--- src/rtl/core/dhms_pkg.sv ---
// Shared types, codes and tables for the debounced dual health mode selector.
// No dependencies; imported by every module of the block.
package dhms_pkg;

  localparam int unsigned TimeWidthDefault = 32;
  localparam int unsigned NowWidth         = 32;
  localparam int unsigned DebounceWidth    = 20;
  localparam logic [DebounceWidth-1:0] DebounceReset = 20'd3000;

  // Input opcodes; the fourth code is unused and leaves all state alone.
  localparam logic [1:0] OpRecReport  = 2'd0;
  localparam logic [1:0] OpLiveReport = 2'd1;
  localparam logic [1:0] OpEvaluate   = 2'd2;

  // Queue leak policies.
  localparam logic [1:0] LeakNone       = 2'd0;
  localparam logic [1:0] LeakDropOldest = 2'd2;

  typedef enum logic [1:0] {
    MODE_FULL      = 2'd0,
    MODE_REC_ONLY  = 2'd1,
    MODE_LIVE_ONLY = 2'd2,
    MODE_DEGRADED  = 2'd3
  } mode_e;

  typedef struct packed {
    logic       rec_limit;
    logic [1:0] rec_leak;
    logic       live_limit;
    logic [1:0] live_leak;
  } queue_t;

  // Per-branch control for one transaction moving through the compute stage.
  typedef struct packed {
    logic fire;
    logic report;
    logic evaluate;
    logic status;
  } branch_ctl_t;

  // Mode from confirmed health (1 = unhealthy).
  function automatic mode_e mode_of(input logic rec_bad, input logic live_bad);
    mode_e m;
    unique case ({rec_bad, live_bad})
      2'b00:   m = MODE_FULL;
      2'b01:   m = MODE_REC_ONLY;
      2'b10:   m = MODE_LIVE_ONLY;
      default: m = MODE_DEGRADED;
    endcase
    return m;
  endfunction

  function automatic queue_t queue_of(input mode_e m);
    queue_t q;
    unique case (m)
      MODE_FULL:      q = '{1'b1, LeakNone,       1'b1, LeakDropOldest};
      MODE_REC_ONLY:  q = '{1'b1, LeakNone,       1'b0, LeakDropOldest};
      MODE_LIVE_ONLY: q = '{1'b0, LeakDropOldest, 1'b1, LeakDropOldest};
      default:        q = '{1'b1, LeakNone,       1'b0, LeakDropOldest};
    endcase
    return q;
  endfunction

endpackage

--- src/rtl/core/debounced_dual_health_mode_select_top.sv ---
// Top level of the debounced dual health mode selector: input register,
// mode logic, result register. Depends on dhms_pkg and dhms_branch.
//
// One result transaction per input transaction: an item is held in the
// input register, is evaluated against the branch state while held there
// and then moves into the result register; the block takes one item per
// clock while the result channel does not stall. The input side keeps
// accepting while a result waits, as long as the input register is free;
// it stalls only when both the input and result registers are occupied and
// the downstream stalls. Reports (opcode 0 recording, 1 live) record a new
// pending status with its timestamp; an evaluate (opcode 2) confirms each
// pending status whose modular age reaches debounce_time and recomputes the
// mode. Opcode 3 touches nothing. The debounce register (reset 3000 ms) is
// written through the cfg channel, which is always ready; write it only when
// no transaction is in flight.
module debounced_dual_health_mode_select_top #(
  parameter int unsigned TIME_WIDTH = dhms_pkg::TimeWidthDefault
) (
  input  logic                               clk_i,
  input  logic                               rst_ni,
  // input channel
  input  logic                               in_valid_i,
  output logic                               in_stall_o,
  input  logic [1:0]                         opcode_i,
  input  logic                               status_i,
  input  logic [dhms_pkg::NowWidth-1:0]      now_ms_i,
  // result channel
  output logic                               out_valid_o,
  input  logic                               out_stall_i,
  output logic [1:0]                         mode_o,
  output logic                               mode_switch_o,
  output logic [1:0]                         previous_mode_o,
  output logic                               rec_confirmed_o,
  output logic                               live_confirmed_o,
  output logic                               rec_queue_limit_o,
  output logic [1:0]                         rec_queue_leak_o,
  output logic                               live_queue_limit_o,
  output logic [1:0]                         live_queue_leak_o,
  // configuration channel
  input  logic                               cfg_valid_i,
  output logic                               cfg_ready_o,
  input  logic [dhms_pkg::DebounceWidth-1:0] cfg_wdata_i
);
  import dhms_pkg::*;

  // Configuration register.
  logic [DebounceWidth-1:0] debounce_q;

  assign cfg_ready_o = 1'b1;

  always_ff @(posedge clk_i or negedge rst_ni) begin
    if (!rst_ni) begin
      debounce_q <= DebounceReset;
    end else if (cfg_valid_i && cfg_ready_o) begin
      debounce_q <= cfg_wdata_i;
    end
  end

  // Input register. Time is cut to TIME_WIDTH bits at entry.
  logic                  in_valid_q;
  logic [1:0]            opcode_q;
  logic                  status_q;
  logic [TIME_WIDTH-1:0] now_q;
  logic                  in_accept;
  logic                  fire;
  logic                  out_valid_q;

  // fire: the held item moves into the result register this cycle.
  assign fire       = in_valid_q && !(out_valid_q && out_stall_i);
  assign in_stall_o = in_valid_q && !fire;
  assign in_accept  = in_valid_i && !in_stall_o;

  always_ff @(posedge clk_i or negedge rst_ni) begin
    if (!rst_ni) begin
      in_valid_q <= 1'b0;
    end else if (in_accept) begin
      in_valid_q <= 1'b1;
    end else if (fire) begin
      in_valid_q <= 1'b0;
    end
  end

  always_ff @(posedge clk_i) begin
    if (in_accept) begin
      opcode_q <= opcode_i;
      status_q <= status_i;
      now_q    <= TIME_WIDTH'(now_ms_i);
    end
  end

  // Branch trackers.
  branch_ctl_t rec_ctl, live_ctl;
  logic        rec_conf, live_conf;
  logic        is_eval;

  assign is_eval = (opcode_q == OpEvaluate);

  assign rec_ctl  = '{fire: fire, report: opcode_q == OpRecReport,
                      evaluate: is_eval, status: status_q};
  assign live_ctl = '{fire: fire, report: opcode_q == OpLiveReport,
                      evaluate: is_eval, status: status_q};

  dhms_branch #(.TimeWidth(TIME_WIDTH)) u_rec (
    .clk_i       (clk_i),
    .rst_ni      (rst_ni),
    .ctl_i       (rec_ctl),
    .now_i       (now_q),
    .debounce_i  (debounce_q),
    .confirmed_o (rec_conf)
  );

  dhms_branch #(.TimeWidth(TIME_WIDTH)) u_live (
    .clk_i       (clk_i),
    .rst_ni      (rst_ni),
    .ctl_i       (live_ctl),
    .now_i       (now_q),
    .debounce_i  (debounce_q),
    .confirmed_o (live_conf)
  );

  // Mode: only an evaluate can move it.
  mode_e  mode_q, mode_d, target;
  logic   changed;
  queue_t queue;

  assign target  = mode_of(rec_conf, live_conf);
  assign mode_d  = is_eval ? target : mode_q;
  assign changed = is_eval && (target != mode_q);
  assign queue   = queue_of(mode_d);

  always_ff @(posedge clk_i or negedge rst_ni) begin
    if (!rst_ni) begin
      mode_q <= MODE_FULL;
    end else if (fire) begin
      mode_q <= mode_d;
    end
  end

  // Result register.
  mode_e  res_mode_q, res_prev_q;
  logic   res_changed_q, res_rec_q, res_live_q;
  queue_t res_queue_q;

  always_ff @(posedge clk_i or negedge rst_ni) begin
    if (!rst_ni) begin
      out_valid_q <= 1'b0;
    end else if (fire) begin
      out_valid_q <= 1'b1;
    end else if (!out_stall_i) begin
      out_valid_q <= 1'b0;
    end
  end

  always_ff @(posedge clk_i) begin
    if (fire) begin
      res_mode_q    <= mode_d;
      res_prev_q    <= mode_q;
      res_changed_q <= changed;
      res_rec_q     <= rec_conf;
      res_live_q    <= live_conf;
      res_queue_q   <= queue;
    end
  end

  assign out_valid_o        = out_valid_q;
  assign mode_o             = res_mode_q;
  assign mode_switch_o      = res_changed_q;
  assign previous_mode_o    = res_prev_q;
  assign rec_confirmed_o    = res_rec_q;
  assign live_confirmed_o   = res_live_q;
  assign rec_queue_limit_o  = res_queue_q.rec_limit;
  assign rec_queue_leak_o   = res_queue_q.rec_leak;
  assign live_queue_limit_o = res_queue_q.live_limit;
  assign live_queue_leak_o  = res_queue_q.live_leak;

  // Assertions.
  a_change_differs: assert property (@(posedge clk_i) disable iff (!rst_ni)
    out_valid_o && mode_switch_o |-> mode_o != previous_mode_o)
    else $error("switch flag set without a mode change");

  a_mode_tracks: assert property (@(posedge clk_i) disable iff (!rst_ni)
    fire |=> mode_o == mode_q)
    else $error("result mode disagrees with held mode");

  a_no_change_hold: assert property (@(posedge clk_i) disable iff (!rst_ni)
    out_valid_o && !mode_switch_o |-> mode_o == previous_mode_o)
    else $error("mode moved without the switch flag");

  a_stall_needs_item: assert property (@(posedge clk_i) disable iff (!rst_ni)
    in_stall_o |-> in_valid_q && out_valid_q)
    else $error("input stalled with a free pipeline");

endmodule

--- src/rtl/core/dhms_branch.sv ---
// Pending/confirmed health tracker for one branch, with wrap-safe debounce age.
// Depends on dhms_pkg.
module dhms_branch #(
  parameter int unsigned TimeWidth = dhms_pkg::TimeWidthDefault
) (
  input  logic                                 clk_i,
  input  logic                                 rst_ni,
  input  dhms_pkg::branch_ctl_t                ctl_i,
  input  logic [TimeWidth-1:0]                 now_i,
  input  logic [dhms_pkg::DebounceWidth-1:0]   debounce_i,
  output logic                                 confirmed_o
);
  import dhms_pkg::*;

  localparam int unsigned CmpWidth =
      (TimeWidth > DebounceWidth) ? TimeWidth : DebounceWidth;

  logic                 pending_q, pending_d;
  logic                 confirmed_q, confirmed_d;
  logic [TimeWidth-1:0] stamp_q, stamp_d;
  logic [TimeWidth-1:0] age;
  logic                 aged;

  assign age  = now_i - stamp_q;
  assign aged = CmpWidth'(age) >= CmpWidth'(debounce_i);

  always_comb begin
    pending_d   = pending_q;
    stamp_d     = stamp_q;
    confirmed_d = confirmed_q;
    if (ctl_i.report && (ctl_i.status != pending_q)) begin
      pending_d = ctl_i.status;
      stamp_d   = now_i;
    end
    if (ctl_i.evaluate && (pending_q != confirmed_q) && aged) begin
      confirmed_d = pending_q;
    end
  end

  always_ff @(posedge clk_i or negedge rst_ni) begin
    if (!rst_ni) begin
      pending_q   <= 1'b0;
      confirmed_q <= 1'b0;
      stamp_q     <= '0;
    end else if (ctl_i.fire) begin
      pending_q   <= pending_d;
      confirmed_q <= confirmed_d;
      stamp_q     <= stamp_d;
    end
  end

  // Confirmed status as it stands after the current transaction.
  assign confirmed_o = confirmed_d;

endmodule
--- config.mk ---
export PLATFORM = sky130hd
export DESIGN_NAME = debounced_dual_health_mode_select_top
export DESIGN_NICKNAME = d
export VERILOG_FILES = /design/src/rtl/core/dhms_pkg.sv /design/src/rtl/core/debounced_dual_health_mode_select_top.sv /design/src/rtl/core/dhms_branch.sv
export SDC_FILE = /design/constraint.sdc
export NUM_CORES = 1
export LEC_CHECK = 0
export BUFFER_PORTS_ARGS = -buffer_cell sky130_fd_sc_hd__buf_2
export CORE_UTILIZATION = 40
export DETAILED_ROUTE_END_ITERATION = 6
export PLACE_DENSITY = 0.67
export SLEW_MARGIN = 30
export SYNTH_ARGS = -nofsm -noshare
export SYNTH_HDL_FRONTEND = slang
export SYNTH_SLANG_ARGS = --single-unit
--- constraint.sdc ---
create_clock -name clk_i -period 7.8 [get_ports clk_i]
set_input_delay 0.39 -clock clk_i [delete_from_list [all_inputs] [get_ports clk_i]]
set_output_delay 0.39 -clock clk_i [all_outputs]
set_load 0.01 [all_outputs]
==> summary.md, run 1 <==
| Metric | Value |
|---|---|
| Min Tclk post-route | `around 6.5 ns` |
| Via count | `7,947` |
| Max-slew violation count | `0` |
| Post-route cell area | `10,900 sq um` |
| Seq/Total Area, Yosys | `37.9%` |
| Setup CP Type | `register to register` |
| Tcrit/Tclk final | `82.9%` |
| Post_cts resized | `0` |
| Die H | `157 microns` |
| Grt ovf | `0` |
| Antenna violations before repair | `0` |
| Die area | `24,800 sq um` |
| PwrDens | `414 nW/um^2` |
| Async set-or-reset flop fraction in the synthesized netlist | `67.2%` |
| RSZ-0062 raised after global routing | `false` |
| Setup_tns | `0 ns` |
| Detailed-route wire length | `23.3 mm` |
| Fin worst setup slack | `1.33 ns` |
| CTS max path bufs | `2` |
| YS warnings | `0` |
| Root buffer cell | `clkbuf_16` |
| TritonCTS Buffers | `17` |
| Maximum fanout along the worst path | `8` |
| Clk_lat worst skew | `0.42 ns` |
| Post-CTS Setup Bufs | `0` |
| Synth Instances | `~1,100` |
| Die W | `157 microns` |
| Post-route ant nets | `0` |
| Hold crit path type | `primary input to register` |
| Boundary Pins | `76` |
| Drt pass-1 iters | `5` |
| IR Drop Worst-Case VDD | `212 uV` |
| Post-Place Worst Slack | `about 1.4 ns` |
| Clock Skew | `0.0100 ns` |
| Post-synth top area share | `22.0%` |
| Area contributors post-synth | `dfrtp_1 (22%), edfxtp_1 (14%), ha_1 (13%)` |
| Drt first-iter violations | `658` |
| Area leader, netlist | `dfrtp_1` |
| GPL Wtd Cong | `0.884` |
| Worst slew pin tran | `0.917 ns` |
| GRT Total Usage | `19.7%` |
| Core Box Area | `23,600 sq um` |
| Cell Area, Placed | `10,300 sq um` |
| Netlist cell types | `between 70 and 80` |
| DP HPWL | `roughly 18 mm` |
| First-pass GRT wire length | `38.0 mm` |
| Vias in the first global route | `roughly 7,600` |
| Worst setup EP type | `register` |
| Final #Nets | `1,285` |
| Setup crit start kind | `register` |
| Post-Syn Area | `approximately 9700 sq um` |
| Critical Path AT | `6.63 ns` |
| Area grow syn2layout | `13.1%` |
| Cell Count, Final, Fillers Out | `1,453` |
| Outcome | `completed` |
| Setup violators final | `0` |
| Register bit total from synthesis | `approximately 140` |
| Synth top cells by count | `nand2_1 (112), o21ai_0 (104), ha_1 (102), inv_1 (100), dfrtp_1 (85)` |
| # rows | `56` |
| Mean Syn Cell Area | `9.10 sq um` |
| Max-cap violations | `0` |
| Cell with the most instances after synthesis | `nand2_1` |
| Port bufs | `71` |
| Synth Flop Type | `dfrtp_1` |
| Largest net degree at the start of global routing | `63` |
| # DRC | `0` |
| Ant. Diodes | `0` |
| CTS tree | `done` |
| Layout cells sized above 1 | `between 10% and 20%` |
| H-Tree Depth | `4` |
| Final hold vios | `0` |
| Finished Core Util | `46.3%` |
| Reg clk slew, reported paths | `0.07 ns` |
| Max-slew headroom | `38.9%` |
| Static leakage | `4.85 nW` |
| Max Clock Freq | `155 MHz` |
| Post-DR wirelength/cell | `16.0 microns` |
| Placed insts | `1,420` |
| Required @ worst endpoint | `slightly below 8 ns` |
| Initial Util | `40.9%` |
| TritonCTS Sinks | `137` |
| Number of flops mapped to enable cells by yosys | `45` |
| Drt via density | `5.47` |
[critical path, cell delays in order (launching register included)]
cell       delay [ns]
edfxtp_1         0.40
inv_1            0.11
ha_1             0.19
inv_1            0.06
fa_1             0.40
a21o_1           0.20
a221o_1          0.36
a311o_1          0.43
a31oi_1          0.35
nor3_1           0.12
or3_1            0.31
and2_1           0.16
ha_1             0.28
nor2b_1          0.13
o21ai_0          0.18
o2111ai_1        0.13
a211o_1          0.29
or4_1            0.46
nor4_1           0.66
a21boi_0         0.23
nor3_2           0.50
or3_1            0.17
o2111ai_1        0.09
[path summary, 6_finish.rpt]
| kind | start | to | slack (ns) | cells past startpoint |
|---|---|---|---|---|
| max in group asynchronous | rst_ni | u_rec.stamp_q[27]$_DFFE_PN0P_ | 6.18 | 3 |
| min in group asynchronous | rst_ni | u_rec.stamp_q[7]$_DFFE_PN0P_ | 0.51 | 2 |
| worst min register to register | in_valid_q$_DFFE_PN0P_ | out_valid_o$_DFFE_PN0P_ | 0.49 | 1 |
| worst max-delay path | now_q[0]$_DFFE_PP_ | mode_switch_o$_DFFE_PP_ | 1.33 | 22 |
| worst min-delay path | now_ms_i[1] | now_q[1]$_DFFE_PP_ | 0.14 | 1 |
| worst max register to register | now_q[0]$_DFFE_PP_ | mode_switch_o$_DFFE_PP_ | 1.33 | 22 |
[registers in the layout (all words and copies together) (netlist names), 2 cells and up]
signal           cells
u_rec.stamp_q       32
mode_q               2
now_q               32
debounce_q          20
u_live.stamp_q      32
opcode_q             2
mode_o               2
previous_mode_o      2
[power breakdown]
group / internal [W] / leakage [nW] / switching (W)
clock: 0.000518 / 0.307 / 0.000354
combinational: 0.00107 / 3.02 / 0.00153
sequential: 0.000960 / 1.53 / 0.0000963
total: 0.00254 / 4.85 / 0.00198
[kinds of logic (layout without fill, tap and decap cells)]
family	count (synthesis)	after routing	share of synthesized area, %
xor gates and xnor gates	47	47	4.26
and+or+nand+nor	293	293	14.6
AOI/OAI and AO/OA	300	300	19.2
other	2	4	0.0777
muxes	41	41	4.74
adders and majority gates	104	104	13.6
DFF	137	137	37.9
buffers and inverters	138	208	5.59
[placed cells by master (no fill, tap or decap), drive strengths merged, types with 6 or more instances in the layout]
cell	netlist	routed
xor2	18	18
o21a	6	6
a21oi	75	75
nor4	6	6
nor2	57	57
inv	101	111
dfstp	7	7
buf	11	74
nor3	22	22
edfxtp	45	45
or3	7	7
xnor2	29	29
a31oi	11	11
and3	8	8
mux2	38	38
nand2	112	112
nand2b	11	11
clkbuf	26	17
and2	7	7
a21o	19	19
nand4	17	17
nand3	16	16
a21boi	6	6
o21bai	7	7
a211oi	12	12
dfrtp	85	85
ha	102	102
o21ai	107	107
nor2b	9	9
[through the flow]
stage	total power (W)	hold slack, ns
2_1_floorplan	0.00300	0.0944
3_3_place_gp	0.00355	0.435
3_5_place_dp	0.00360	0.443
4_1_cts	0.00451	0.122
5_1_grt	0.00492	0.121
6_report	0.00452	0.137
[routing by layer]
| layer | vias up | part of all wire [%] | global-route usage [%] |
|---|---|---|---|
| met5 | - | 0 | 0 |
| met4 | 0 | 0.95 | 5.41 |
| met3 | 16 | 5.5 | 3.50 |
| met2 | 212 | 44 | 30.3 |
| met1 | 3781 | 50 | 28.3 |
| li1 | 3938 | - | - |
[final cells by class]
class | instances | area [sq um]
clock buffer | 17 | 425
clock inverter | 15 | 200
fill | 2256 | 12700
inverter | 101 | 379
multi-input combinational | 789 | 5480
sequential | 137 | 3660
tap | 319 | 399
timing repair buffer | 75 | 390
[repair_timing]
action,in CTS,in global routing
endpoints found under the setup margin,0,0
hold endpoints to repair,25,0
hold buffers,1,0
(Power assumes the default switching activity.)
==> run 2: changes to the inputs <==
Settings changed: ABC_AREA set to 1.
Clock period 7.8 ns to 6.05 ns, I/O delays scaled along.
==> run 2 against run 1 <==
Largest power group unchanged. Worst hold slack got worse by 0.11 ns. Design area grew 10%. Register-to-register slack better by 0.72 ns. Count of clock-buffer cells in the layout unchanged. Critical path depth up 6. The run now ends with DRC left.
==> summary.md, run 2 <==
| Metric | Value |
|---|---|
| Worst R2R End | `rec_queue_limit_o$_DFFE_PP_` |
| CP Buf/Inv Count | `3` |
| Clk pwr share | `16.7%` |
| Leading registers by flop count | `now_q (32), u_live.stamp_q (32), u_rec.stamp_q (32)` |
| Maximum fanout along the worst path | `4` |
| Die W | `approximately 170 microns` |
| GRT Total Usage | `21.4%` |
| Synth Area in XOR/XNOR | `around 3.3%` |
| Setup_tns | `0 ns` |
| Netlist cell types | `41` |
| # rows | `59` |
| CTS tree | `done` |
| Sw Share | `49.4%` |
| RSZ-0062 raised after global routing | `false` |
| Failing checks | `DRC` |
| Drt first-iter violations | `between 600 and 700` |
| Outcome | `finished with violations` |
| Area contributors post-synth | `dfrtp_1 (20%), nand2_1 (19%), edfxtp_1 (13%)` |
| Synth Area in Simple Gates | `29.7%` |
| IR Drop Worst-Case VDD | `between 150 and 200 uV` |
| Slowest CP cell | `fa_1` |
| Static leakage | `6.64 nW` |
| Synth Flop Type | `dfrtp_1` |
| Fin worst setup slack | `slightly above 2 ns` |
| Synth Area in Compound Gates | `8.63%` |
| Worst slew pin tran | `0.690 ns` |
| Top delay family on crit path | `simple AND/OR/NAND/NOR gates` |
| Post-Place Worst Slack | `roughly 2.1 ns` |
| Root buffer cell | `clkbuf_16` |
| H-Tree Depth | `4` |
| Max-slew violation count | `0` |
| Post_cts resized | `0` |
| Seq/Total Area, Yosys | `34.1%` |
| Cell with the most instances after synthesis | `nand2_1` |
| R2r startpoint | `now_q[0]$_DFFE_PP_` |
| Setup violators final | `0` |
| Ant. Diodes | `0` |
| Post-route ant nets | `0` |
| Number of flops mapped to enable cells by yosys | `45` |
| Area leader, netlist | `dfrtp_1` |
| Mux contribution to synthesized area | `0.105%` |
| Die H | `166 microns` |
| Critical Path AT | `4.20 ns` |
| Synth top cells by count | `nand2_1 (542), inv_1 (305), nor2_1 (108), ha_1 (102), o21ai_0 (92)` |
| Drt via density | `just under 5` |
| Hold Path Depth | `1` |
| Final hold vios | `0` |
| Largest net degree at the start of global routing | `65` |
| Max-cap violations | `0` |
| DP HPWL | `~23 mm` |
| Hold Startpoint | `opcode_i[0]` |
| CP most frequent cell | `nand2_1` |
| Post-synth top area share | `19.8%` |
| Fillcell total | `about 2,700` |
| YS warnings | `0` |
| Setup crit start kind | `register` |
| Synth Area in Adders | `approximately 12%` |
| Mean Syn Cell Area | `6.87 sq um` |
| Detailed-route wire length | `28.4 mm` |
| Synth Instances | `1,563` |
| Worst setup EP type | `register` |
| R2R depth | `28` |
| Required @ worst endpoint | `about 6.3 ns` |
| Hold endpoint | `opcode_q[0]$_DFFE_PP_` |
| Drt pass-1 iters | `7` |
| Via count | `9,604` |
| Min Tclk post-route | `4.00 ns` |
| Setup CP Type | `register to register` |
| Register bit total from synthesis | `137` |
| CTS max path bufs | `2` |
| Die area | `27,500 sq um` |
| Grt ovf | `0` |
| Core Box Area | `~26,000 sq um` |
| TritonCTS Sinks | `137` |
| # DRC | `6` |
| Max incr delay on CP | `0.41 ns` |
| Max-slew headroom | `54.0%` |
| Hold crit path type | `primary input to register` |
| Commonest non-fill, non-tap cells in the layout | `nand2_1 (540), inv_1 (305), nor2_1 (108)` |
| Internal power | `0.00318 W` |
| Largest family of logic cells by synthesized area | `simple AND/OR/NAND/NOR gates` |
| PwrDens | `521 nW/um^2` |
| Sequential share of power | `between 20 and 25%` |
| Post-CTS Setup Bufs | `0` |
| Layout cells sized above 1 | `10.3%` |
| Power share of the combinational group | `just over 60%` |
| Flop2flop setup slack | `approximately 2 ns` |
| Post-DR wirelength/cell | `about 14 microns` |
| TritonCTS Buffers | `17` |
| Max Clock Freq | `250 MHz` |
| Initial Util | `41.0%` |
| Async set-or-reset flop fraction in the synthesized netlist | `67.2%` |
| Area grow syn2layout | `12.2%` |
| Final #Nets | `1,802` |
| NetSw | `0.00310 W` |
| Boundary Pins | `76` |
| Antenna violations before repair | `0` |
| Clk_lat worst skew | `0.45 ns` |
| Port bufs | `71` |
| Post-Syn Area | `~11,000 sq um` |
| Tcrit/Tclk final | `between 60% and 70%` |
| Most common cell after layout, fill and taps aside | `nand2_1` |
| First-pass GRT wire length | `46.2 mm` |
| Hold buffer count at cts | `1` |
| Finished Core Util | `46.0%` |
| GPL Wtd Cong | `about 0.95` |
| Vias in the first global route | `9,058` |
| Reg clk slew, reported paths | `0.08 ns` |
| Clock Skew | `0.0174 ns` |
-- run 2: logic make-up after synthesis --
family	after synthesis
and+or+nand+nor	770
buffers and inverters	334
AOI/OAI and AO/OA	174
DFF	137
adders and majority gates	104
xor gates and xnor gates	41
other	2
muxes	1
-- run 2: per-layer routing --
layer	global-route usage (%)	vias up	routed length (microns)	part of all wire, %
li1	-	4963	-	-
met1	31.3	4366	14400	51
met2	33.0	237	12200	43
met3	2.55	38	1310	4.6
met4	6.66	0	517	1.8
met5	0	-	0	0
-- run 2: worst register-to-register path, delay by kind of cell, from the launching register on --
| family | cells | cell delay (ns) |
|---|---|---|
| AND/OR/NAND/NOR | 20 | 1.99 |
| flip-flops | 1 | 0.36 |
| XOR/XNOR | 1 | 0.24 |
| AO/OA/AOI/OAI | 1 | 0.09 |
| buffers and inverters | 3 | 0.20 |
| adder cells (fa/ha/maj) | 3 | 0.86 |
-- run 2: cell type report --
cell class | instances | area (sq um) | area share (%)
well taps | 335 | 419 | 3.48
multi-input cells | 1094 | 5840 | 48.4
clock inverters | 15 | 155 | 1.29
flip-flops and latches | 137 | 3660 | 30.4
inverters | 314 | 1180 | 9.77
repair buffers | 74 | 383 | 3.17
clock buffers | 17 | 425 | 3.53
-- run 2: how the worst max path moves through the flow --
stage / slack (ns) / from / endpoint / depth (start not counted)
detailed placement: 2.10 / now_q[0]$_DFFE_PP_ / rec_queue_limit_o$_DFFE_PP_ / 28
CTS: 2.07 / now_q[0]$_DFFE_PP_ / rec_queue_limit_o$_DFFE_PP_ / 28
global route: 1.58 / now_q[0]$_DFFE_PP_ / rec_queue_limit_o$_DFFE_PP_ / 29
global placement: 2.12 / now_q[0]$_DFFE_PP_ / rec_queue_limit_o$_DFFE_PP_ / 28
finish: 2.05 / now_q[0]$_DFFE_PP_ / rec_queue_limit_o$_DFFE_PP_ / 28
floorplan: 2.70 / now_q[0]$_DFFE_PP_ / rec_queue_limit_o$_DFFE_PP_ / 31
-- run 2: per-stage QoR --
step | total power, W | cell area (sq um) | instances | hold slack, ns
global route | 0.00691 | 12100 | 1986 | 0.00975
global placement | 0.00512 | 11500 | 1953 | 0.347
finish | 0.00628 | 12100 | 1986 | 0.0228
CTS | 0.00628 | 12100 | 1986 | 0.0115
floorplan | 0.00425 | 10800 | 1565 | 0.00691
detailed placement | 0.00520 | 11500 | 1953 | 0.350
-- run 2: power by group through the flow --
stage	registers (W)	logic (W)	clock network, W
floorplan	0.00138	0.00288	0
global placement	0.00141	0.00371	0
global route	0.00144	0.00437	0.00110
finish	0.00140	0.00383	0.00105
detailed placement	0.00142	0.00378	0
CTS	0.00140	0.00381	0.00107
==> run 3: changes to the inputs <==
Settings changed: ABC_AREA 1 to 0, PLACE_DENSITY 0.67 to 0.69.
Clock period 6.05 ns to 3.34 ns, I/O delays scaled along.
==> run 3 against run 2 <==
The flow finishes with violations (setup timing). Sequential cell count did not move. First-iteration DRC count fell by 23%. Sequential power rose by 76%. Combinational power rose by 120%. Clock power rose by 78%. Via count fell by 4.8%. Non-clock buffer count rose by 326. Sequential share of layout area fell by 3.6 points. Clock skew fell by 0.0042 ns. Utilization rose by 12 points. Register-to-register slack got worse by 3.9 ns. Global-route usage rose by 0.71 points. Largest power group unchanged.
==> summary.md, run 3 (same netlist as run 1, synthesis figures left out) <==
| Metric | Value |
|---|---|
| Outcome | `finished with violations` |
| Failing checks | `setup timing` |
| Commonest non-fill, non-tap cells in the layout | `buf_4 (268), nand2_1 (112), ha_1 (99)` |
| Setup crit start kind | `register` |
| Met2 WL | `11.8 mm` |
| Setup violators final | `12` |
| First-pass GRT wire length | `42.9 mm` |
| Cell Area, Placed | `12,300 sq um` |
| Placed insts | `between 1,500 and 2,000` |
| Static leakage | `6.39 nW` |
| # DRC | `0` |
| Highest routed metal layer | `met4` |
| Die W | `157 microns` |
| Die H | `157 microns` |
| Initial Util | `around two fifths` |
| Min Tclk post-route | `5.14 ns` |
| Wire length on met1 | `about 13 mm` |
| TritonCTS Sinks | `137` |
| Met3 wire length | `1.06 mm` |
| Post-route cell area | `13,700 sq um` |
| Critical Path AT | `5.41 ns` |
| Detailed-route wire length | `26.4 mm` |
| Final #Nets | `~1,600` |
| Total power draw | `between 0.01 and 0.015 W` |
| PwrDens | `934 nW/um^2` |
| Finished Core Util | `58.0%` |
| Drt first-iter violations | `520` |
| Hold crit path type | `primary input to register` |
| Root buffer cell | `clkbuf_16` |
| Die area | `24,800 sq um` |
| Ant. Diodes | `0` |
| Max-cap violations | `0` |
| Grt ovf | `0` |
| Critical path origin | `now_q[0]$_DFFE_PP_` |
| Max-slew violation count | `0` |
| Antenna violations before repair | `0` |
| Boundary Pins | `76` |
| Max Clock Freq | `195 MHz` |
| Port bufs | `a little over 70` |
| Core Box Area | `23,600 sq um` |
| Leading registers by flop count | `now_q (32), u_live.stamp_q (32), u_rec.stamp_q (32)` |
| Post-route ant nets | `0` |
| Worst slew pin tran | `0.689 ns` |
| Final hold vios | `0` |
| Multi-input gate area | `about 5700 sq um` |
| DP HPWL | `19.9 mm` |
| Drt pass-1 iters | `5` |
| Required @ worst endpoint | `3.61 ns` |
| CTS tree | `done` |
| Setup_tns | `-19.16 ns` |
| R2r startpoint | `now_q[0]$_DFFE_PP_` |
| Clock Skew | `0.0132 ns` |
| Storage element area | `3660 sq um` |
| Fillcell total | `2,005` |
| TritonCTS Buffers | `17` |
| Vias in the first global route | `about 8,900` |
| H-Tree Depth | `4` |
| # rows | `56` |
| Reg clk slew, reported paths | `roughly 0.070 ns` |
| Fin worst setup slack | `-1.80 ns` |
| IR Drop Worst-Case VDD | `497 uV` |
| Via count | `9,146` |
| Tcrit/Tclk final | `154%` |
| Setup CP Type | `register to register` |
| Area grow syn2layout | `41.8%` |
| GPL Wtd Cong | `0.943` |
| Largest net degree at the start of global routing | `between 70 and 80` |
| CTS max path bufs | `2` |
| Max-slew headroom | `a little over half` |
| Cell Count, Final, Fillers Out | `1,778` |
| GRT Total Usage | `22.1%` |
| Hold Startpoint | `cfg_valid_i` |
| Most common cell after layout, fill and taps aside | `buf_4` |
| Drt via density | `5.14` |
| Clk_lat worst skew | `0.43 ns` |
| Post-DR wirelength/cell | `14.8 microns` |
| Worst setup EP type | `register` |
| RSZ-0062 raised after global routing | `true` |
| Layout cells sized above 1 | `32.1%` |
| Maximum fanout along the worst path | `6` |
-- run 3: final timing paths --
check	depth (start not counted)	slack (ns)	to
min in group asynchronous	2	0.34	u_rec.stamp_q[3]$_DFFE_PN0P_
max	23	-1.80	mode_switch_o$_DFFE_PP_
max in group asynchronous	3	2.21	u_rec.stamp_q[22]$_DFFE_PN0P_
min reg2reg	1	0.50	out_valid_o$_DFFE_PN0P_
max reg2reg	23	-1.80	mode_switch_o$_DFFE_PP_
min	3	0.22	debounce_q[4]$_DFFE_PN1P_
-- run 3: what timing repair did --
item                                    CTS  global route
pin swaps                                28             7
buffers inserted                         11             2
hold endpoints to repair                122             0
resized for setup                        22            17
hold buffers                             58             0
endpoints found under the setup margin   12            12
-- run 3: layout make-up --
class | instances | area share, %
Clock buffer | 17 | 3.11
Clock inverter | 15 | 1.12
Inverter | 101 | 2.77
Multi-Input combinational cell | 789 | 41.5
Sequential cell | 137 | 26.7
Tap cell | 319 | 2.91
Timing Repair Buffer | 400 | 21.8
-- run 3: critical path, cell delays in order (launching register included) --
cell and delay [ns]:
edfxtp_1 0.40, inv_2 0.09, ha_4 0.13, inv_2 0.03
fa_2 0.36, a21o_1 0.21, a221o_1 0.35, a311o_1 0.32
a31oi_2 0.21, nor3_2 0.06, or3_1 0.29, and2_1 0.14
ha_1 0.28, nor2b_4 0.13, o21ai_2 0.13, o2111ai_2 0.10
a211o_1 0.24, or4_4 0.43, nor4_4 0.14, buf_4 0.18
and4b_1 0.25, nor3_4 0.08, or3_1 0.36, o2111ai_1 0.07
-- run 3: metrics by stage --
step / hold slack, ns / setup slack (ns)
4_1_cts: 0.214 / -1.80
3_5_place_dp: 0.345 / -1.78
5_1_grt: 0.280 / -2.02
3_3_place_gp: 0.343 / -1.71
6_report: 0.224 / -1.80
2_1_floorplan: -0.129 / -1.49
-- run 3: report_power, final --
| group | switching, W | internal (W) | leakage (nW) |
|---|---|---|---|
| Sequential | 0.000223 | 0.00224 | 1.53 |
| Combinational | 0.00417 | 0.00429 | 4.58 |
| Clock | 0.000818 | 0.00105 | 0.282 |
-- run 3: metal layers --
metal	vias to the layer above	track usage, %
met5	-	0
met4	0	7.44
met3	35	3.00
met2	195	35.0
met1	4333	31.0
li1	4583	-
